$ cat config.mk
export PLATFORM = sky130hd
export DESIGN_NAME = insertion_sorter
export DESIGN_NICKNAME = d
export VERILOG_FILES = /design/src/hdl/isort_pkg.sv /design/src/hdl/isort_cell.sv /design/src/hdl/insertion_sorter.sv
export SDC_FILE = /design/constraint.sdc
export NUM_CORES = 2
export LEC_CHECK = 0
export BUFFER_PORTS_ARGS = -buffer_cell sky130_fd_sc_hd__buf_2
export CORE_ASPECT_RATIO = 1.75
export CORE_MARGIN = 2
export CORE_UTILIZATION = 45
export CTS_CLUSTER_DIAMETER = 80
export DETAILED_ROUTE_END_ITERATION = 16
export PLACE_DENSITY = 0.59
export SLEW_MARGIN = 20
export SYNTH_ARGS = -nofsm -noshare
export SYNTH_HDL_FRONTEND = slang
export SYNTH_SLANG_ARGS = --single-unit
$ cat constraint.sdc
create_clock -name clk -period 15.4 [get_ports clk]
set_input_delay 0 -clock clk [delete_from_list [all_inputs] [get_ports clk]]
set_output_delay 0 -clock clk [all_outputs]
set_load 0.02 [all_outputs]
$ cat src/hdl/isort_pkg.sv
// Shared types for the insertion sorter: element word and per-cell control.
package isort_pkg;

  localparam int unsigned VALUE_W = 32;

  typedef logic signed [VALUE_W-1:0] value_t;

  // Broadcast control from the sequencer to every cell.
  typedef struct packed {
    logic ins;    // insert the broadcast key this cycle
    logic shift;  // drain: take the right neighbor's entry
  } cell_ctrl_t;

endpackage

$ cat src/hdl/isort_cell.sv
// One cell of the insertion chain: holds one sorted entry.
module isort_cell (
  input  logic                clk,
  input  isort_pkg::cell_ctrl_t ctrl,
  input  isort_pkg::value_t   key,
  input  logic                occupied,
  input  logic                left_occupied,
  input  logic                left_gt,
  input  isort_pkg::value_t   left_value,
  input  isort_pkg::value_t   right_value,
  output isort_pkg::value_t   value,
  output logic                gt
);
  import isort_pkg::*;

  value_t value_next;
  logic   take;

  // Strict compare: equal keys stay behind earlier arrivals.
  assign gt   = occupied && (value > key);
  // Shift up when larger, or fill the first free slot.
  assign take = gt || (!occupied && left_occupied);

  always_comb begin
    value_next = value;
    if (ctrl.shift) begin
      value_next = right_value;
    end else if (ctrl.ins && take) begin
      value_next = left_gt ? left_value : key;
    end
  end

  always_ff @(posedge clk) begin
    value <= value_next;
  end

endmodule

$ cat src/hdl/insertion_sorter.sv
// Top level of the insertion sorter: cell chain plus fill/drain sequencer.
//
// Collects a set of signed 32-bit values, one request per cycle while filling, into a
// chain of MAX_ELEMENTS cells that stays sorted ascending at all times: every
// cell compares its entry with the incoming value in parallel, and the larger
// entries move up one cell while the new value drops into the gap. Equal
// values keep arrival order. A request with last set closes the set; the
// chain then drains from cell 0, one result per accepted output cycle, with
// final_res on the last result and dropped set on every result of a set that
// lost values to a full chain. While filling, one request is taken every
// clock. While draining, no input request is taken; the next set may
// start the cycle after the final result is taken. The set size is
// tracked by a fill counter, so entries never written are never read and
// the chain needs no clearing after reset.
module insertion_sorter #(
  parameter int unsigned MAX_ELEMENTS = 32
) (
  input  logic                clk,
  input  logic                rst,
  input  logic                in_valid,
  output logic                in_ready,
  input  isort_pkg::value_t   value,
  input  logic                last,
  output logic                out_valid,
  input  logic                out_ready,
  output isort_pkg::value_t   value_res,
  output logic                final_res,
  output logic                dropped
);
  import isort_pkg::*;

  localparam int unsigned CNT_W = $clog2(MAX_ELEMENTS + 1);
  localparam logic [CNT_W-1:0] CNT_MAX = CNT_W'(MAX_ELEMENTS);
  localparam logic [CNT_W-1:0] CNT_ONE = CNT_W'(1);

  localparam logic ST_FILL  = 1'b0;
  localparam logic ST_DRAIN = 1'b1;

  logic             state, state_next;
  logic [CNT_W-1:0] count, count_next;
  logic             overflow, overflow_next;

  logic in_fire, out_fire, full;
  cell_ctrl_t ctrl;

  value_t cell_value [MAX_ELEMENTS];
  logic   cell_gt    [MAX_ELEMENTS];
  logic   cell_occ   [MAX_ELEMENTS];

  assign in_ready  = (state == ST_FILL);
  assign out_valid = (state == ST_DRAIN);
  assign in_fire   = in_valid && in_ready;
  assign out_fire  = out_valid && out_ready;
  assign full      = (count == CNT_MAX);

  assign ctrl.ins   = in_fire && !full;
  assign ctrl.shift = out_fire;

  // Chain: cell i sees its left neighbor for inserts, right for draining.
  for (genvar i = 0; i < MAX_ELEMENTS; i++) begin : g_cell
    assign cell_occ[i] = (count > CNT_W'(i));

    if (i == 0) begin : g_head
      isort_cell u_cell (
        .clk          (clk),
        .ctrl         (ctrl),
        .key          (value),
        .occupied     (cell_occ[i]),
        .left_occupied(1'b1),
        .left_gt      (1'b0),
        .left_value   (value),
        .right_value  (cell_value[(i + 1) % MAX_ELEMENTS]),
        .value        (cell_value[i]),
        .gt           (cell_gt[i])
      );
    end else begin : g_body
      isort_cell u_cell (
        .clk          (clk),
        .ctrl         (ctrl),
        .key          (value),
        .occupied     (cell_occ[i]),
        .left_occupied(cell_occ[i-1]),
        .left_gt      (cell_gt[i-1]),
        .left_value   (cell_value[i-1]),
        .right_value  (cell_value[(i + 1) % MAX_ELEMENTS]),
        .value        (cell_value[i]),
        .gt           (cell_gt[i])
      );
    end
  end

  // Results come straight off the head cell.
  assign value_res = cell_value[0];
  assign final_res = (count == CNT_ONE);
  assign dropped   = overflow;

  always_comb begin
    state_next    = state;
    count_next    = count;
    overflow_next = overflow;
    unique case (state)
      ST_FILL: begin
        if (in_fire) begin
          if (full) begin
            overflow_next = 1'b1;
          end else begin
            count_next = count + CNT_ONE;
          end
          if (last) begin
            state_next = ST_DRAIN;
          end
        end
      end
      ST_DRAIN: begin
        if (out_fire) begin
          count_next = count - CNT_ONE;
          if (final_res) begin
            state_next    = ST_FILL;
            overflow_next = 1'b0;
          end
        end
      end
      default: state_next = ST_FILL;
    endcase
  end

  always_ff @(posedge clk) begin
    if (rst) begin
      state    <= ST_FILL;
      count    <= '0;
      overflow <= 1'b0;
    end else begin
      state    <= state_next;
      count    <= count_next;
      overflow <= overflow_next;
    end
  end

  // A draining chain always holds at least one entry.
  a_drain_nonempty: assert property (@(posedge clk) disable iff (rst)
    out_valid |-> (count != '0))
    else $error("drain with empty chain");

  // Fill count never passes the chain length.
  a_count_bound: assert property (@(posedge clk) disable iff (rst)
    count <= CNT_MAX)
    else $error("fill count past capacity");

  // Closing request starts the drain on the next cycle.
  a_last_drains: assert property (@(posedge clk) disable iff (rst)
    (in_fire && last) |=> out_valid)
    else $error("closing request did not start drain");

  // After the final result the chain is empty and open for requests.
  a_final_empties: assert property (@(posedge clk) disable iff (rst)
    (out_fire && final_res) |=> (in_ready && count == '0 && !dropped))
    else $error("chain not emptied after final result");

endmodule
==> metrics.csv <==
metric,value,unit
worst relative slew slack,11.3,%
DP Worst Slack,9.86,ns
status,"finished, final reports clean",
Setup crit start kind,input pin,
Fmax,189,MHz
Final min period,5.29,ns
Avg Inst Size Synth,9.98,um^2
final core utilization,49.2,%
Synth area leader,edfxtp_1,
H-tree lvl count,3,
drt initial violations,6548,
# IOs,73,
Final Cycle Share,34.4,%
global-route wire length before repair,468,mm
drt total wl,330,mm
CTS tree,yes,
TritonCTS buffer count,110,
Tot Pwr,8480,uW
Antenna Nets Post-Route,0,
"Reg clk slew, reported paths",0.07,ns
GPL Wtd Cong,0.958,
Post-CTS Hold Buffers,18,
largest net degree at the start of global routing,240,
Yosys reg bits,1032,
Final TNS setup,0,ns
R2R Path Start,g_cell[11].g_body.u_cell.value[31]$_DFFE_PP_,
vias in the first global route,65800,
number of vias per cell,6.73,
Min-Delay Path Class,input pin to flip-flop,
clk_skew,0.0546,ns
final net count,8573,
switching power,2770,uW
Die Area,174000,um^2
remaining global-route overflow,0,
reg2reg path depth,10,
clock latency on the worst-skew pair,0.76,ns
Max IR drop VDD,0.0941,mV
FILL cells,15800,
Hold WS,0.0455,ns
Longest Clk Path Bufs,3,
Worst EP required,15.83,ns
initial antenna violation count,9,
Pint,5710,uW
most common library cell in the layout ignoring fill and taps,ha_1,
critical path type,input pin to flip-flop,
critical path arrival,5.73,ns
number of max-cap violations,0,
drt wl/cell,33.6,um
Synth async-reset ratio,0,%
area share of the largest cell type after synthesis,40.1,%
crit path max fanout,32,
hold path cells,4,
FF+latch area,30900,um^2
HPWL Detailed,234,mm
Syn Nets,8741,
die width,316,um
vias,66300,
Power Dens Cells,102,nW/um^2
DRC,0,
Sink Count,1032,
"Setup Fix Bufs, Post-CTS",0,
global-route usage over all layers,37.2,%
Slew Limit Fails,0,
Net Sw Frac,32.7,%
fin worst setup slack,10.11,ns
Synth area leaders,"edfxtp_1, ha_1, mux2i_1",
Mapped Area,76600,um^2
Initial Util,45.2,%
RSZ-0062 raised after global routing,false,
combinational power share,22.4,%
Clock power frac,34.6,%
cts repair resizes,0,
"Seq/Total Area, Yosys",40.4,%
Syn Inst Count,7676,
Layout area overhead,8.80,%
Worst-Margin Slew,1.33,ns
Hold Startpoint,value[26],
Reg power frac,43.0,%
"EDFF count, synth",1024,
clk root buf,clkbuf_16,
Synth warnings,0,
layout cells sized above 1,7.19,%
IO buf count,72,
most common flop cell mapped by yosys,edfxtp_1,
Die Height,550,um
Core Area,169000,um^2
Worst Hold End,g_cell[21].g_body.u_cell.value[26]$_DFFE_PP_,
most frequent cells in the layout,"ha_1, edfxtp_1, a21oi_1",
DRT Pass-1 Iters,8,
Final setup viols,0,
Final Hold Violating Endpoints,0,
leakage power,0.0328,uW
reg2reg setup slack,10.81,ns
Multi-input gate area,43300,um^2
FF-to-FF End,g_cell[12].g_body.u_cell.value[10]$_DFFE_PP_,
Setup crit end kind,flip-flop,
row count,200,
Yosys cell types,74,
-- kinds of logic (layout without fill, tap and decap cells) --
| group | count (synthesis) | in the layout | synth area share [%] |
|---|---|---|---|
| AO/OA/AOI/OAI | 2228 | 2228 | 17.9 |
| XOR/XNOR | 13 | 13 | 0.149 |
| adder cells (fa/ha/maj) | 1028 | 1028 | 16.8 |
| buffers and inverters | 672 | 601 | 3.64 |
| flip-flops | 1032 | 1032 | 40.4 |
| multiplexers | 579 | 579 | 7.58 |
| other | 0 | 12 | 0 |
| AND/OR/NAND/NOR | 2124 | 2124 | 13.6 |
-- per-stage QoR --
step | area [um^2] | cells
4_1_cts | 83300 | 9827
2_1_floorplan | 76600 | 7676
5_1_grt | 83300 | 9828
6_report | 83300 | 9839
3_3_place_gp | 79400 | 9600
3_5_place_dp | 79400 | 9600
-- per-layer routing --
layer	global-route usage, %	wire [um]	up-vias
li1	-	-	29100
met1	40.4	115000	32500
met2	63.3	161000	3511
met3	6.12	22400	1226
met4	31.1	32400	0
met5	0	0	-
-- area by class of cell --
| class | instances | share of cell area [%] |
|---|---|---|
| flip-flops and latches | 1032 | 37.1 |
| diodes | 12 | 0.0360 |
| inverters | 108 | 0.486 |
| well taps | 2222 | 3.34 |
| clock inverters | 75 | 1.04 |
| clock buffers | 134 | 3.49 |
| repair buffers | 284 | 2.52 |
| multi-input cells | 5972 | 52.0 |
-- worst max path at each step --
stage	end	from	slack, ns	depth (start not counted)
2_1_floorplan	g_cell[28].g_body.u_cell.value[0]$_DFFE_PP_	value[28]	9.74	12
3_3_place_gp	g_cell[10].g_body.u_cell.value[12]$_DFFE_PP_	value[7]	9.82	16
3_5_place_dp	g_cell[10].g_body.u_cell.value[13]$_DFFE_PP_	value[7]	9.86	16
4_1_cts	g_cell[10].g_body.u_cell.value[6]$_DFFE_PP_	value[1]	10.34	16
5_1_grt	g_cell[10].g_body.u_cell.value[8]$_DFFE_PP_	value[1]	10.05	16
6_report	g_cell[10].g_body.u_cell.value[1]$_DFFE_PP_	value[1]	10.11	16
-- cell usage after synthesis (17+ instances only) --
master and count:
o221ai_1 24, nor2b_1 51, a21o_1 158, nor2_1 699, edfxtp_1 1024, nor3_1 33, nor4_1 38, and2_1 235
o21ai_1 88, o21ai_0 324, buf_4 40, and3_1 227, nand2_1 460, a221oi_1 18, nand3_1 89, o211ai_1 59
a211oi_1 32, o21a_1 21, a31oi_1 152, nand4_1 196, ha_1 1028, o211a_1 17, a21oi_1 1021, and4_1 31
buf_2 74, a221o_1 224, mux2i_1 576, inv_1 107, clkbuf_1 434
-- worst max-delay path, stage by stage --
cell,delay [ns]
dlygate4sd3_1,0.55
buf_2,0.13
buf_4,0.27
inv_2,0.69
buf_4,0.49
ha_1,0.32
nor2b_1,0.13
o21ai_0,0.14
a21boi_0,0.11
or4b_1,0.52
a21oi_1,0.30
mux2i_4,0.74
buf_4,0.47
a21boi_0,0.28
o21ai_2,0.07
buf_4,0.30
-- flip-flops by register name, indices dropped and copies added (netlist names) --
register                    count
count                           6
g_cell.g_head.u_cell.value     32
dropped                         1
g_cell.g_body.u_cell.value    992
out_valid                       1
-- power groups by stage --
| stage | sequential [uW] | clock [uW] | combinational [uW] |
|---|---|---|---|
| after floorplan | 3550 | 0 | 1240 |
| after global placement | 3700 | 0 | 1790 |
| after detailed placement | 3690 | 0 | 1840 |
| after CTS | 3630 | 2940 | 1860 |
| after global routing | 3650 | 3040 | 2050 |
| final | 3650 | 2930 | 1900 |
(Power assumes the default switching activity.)
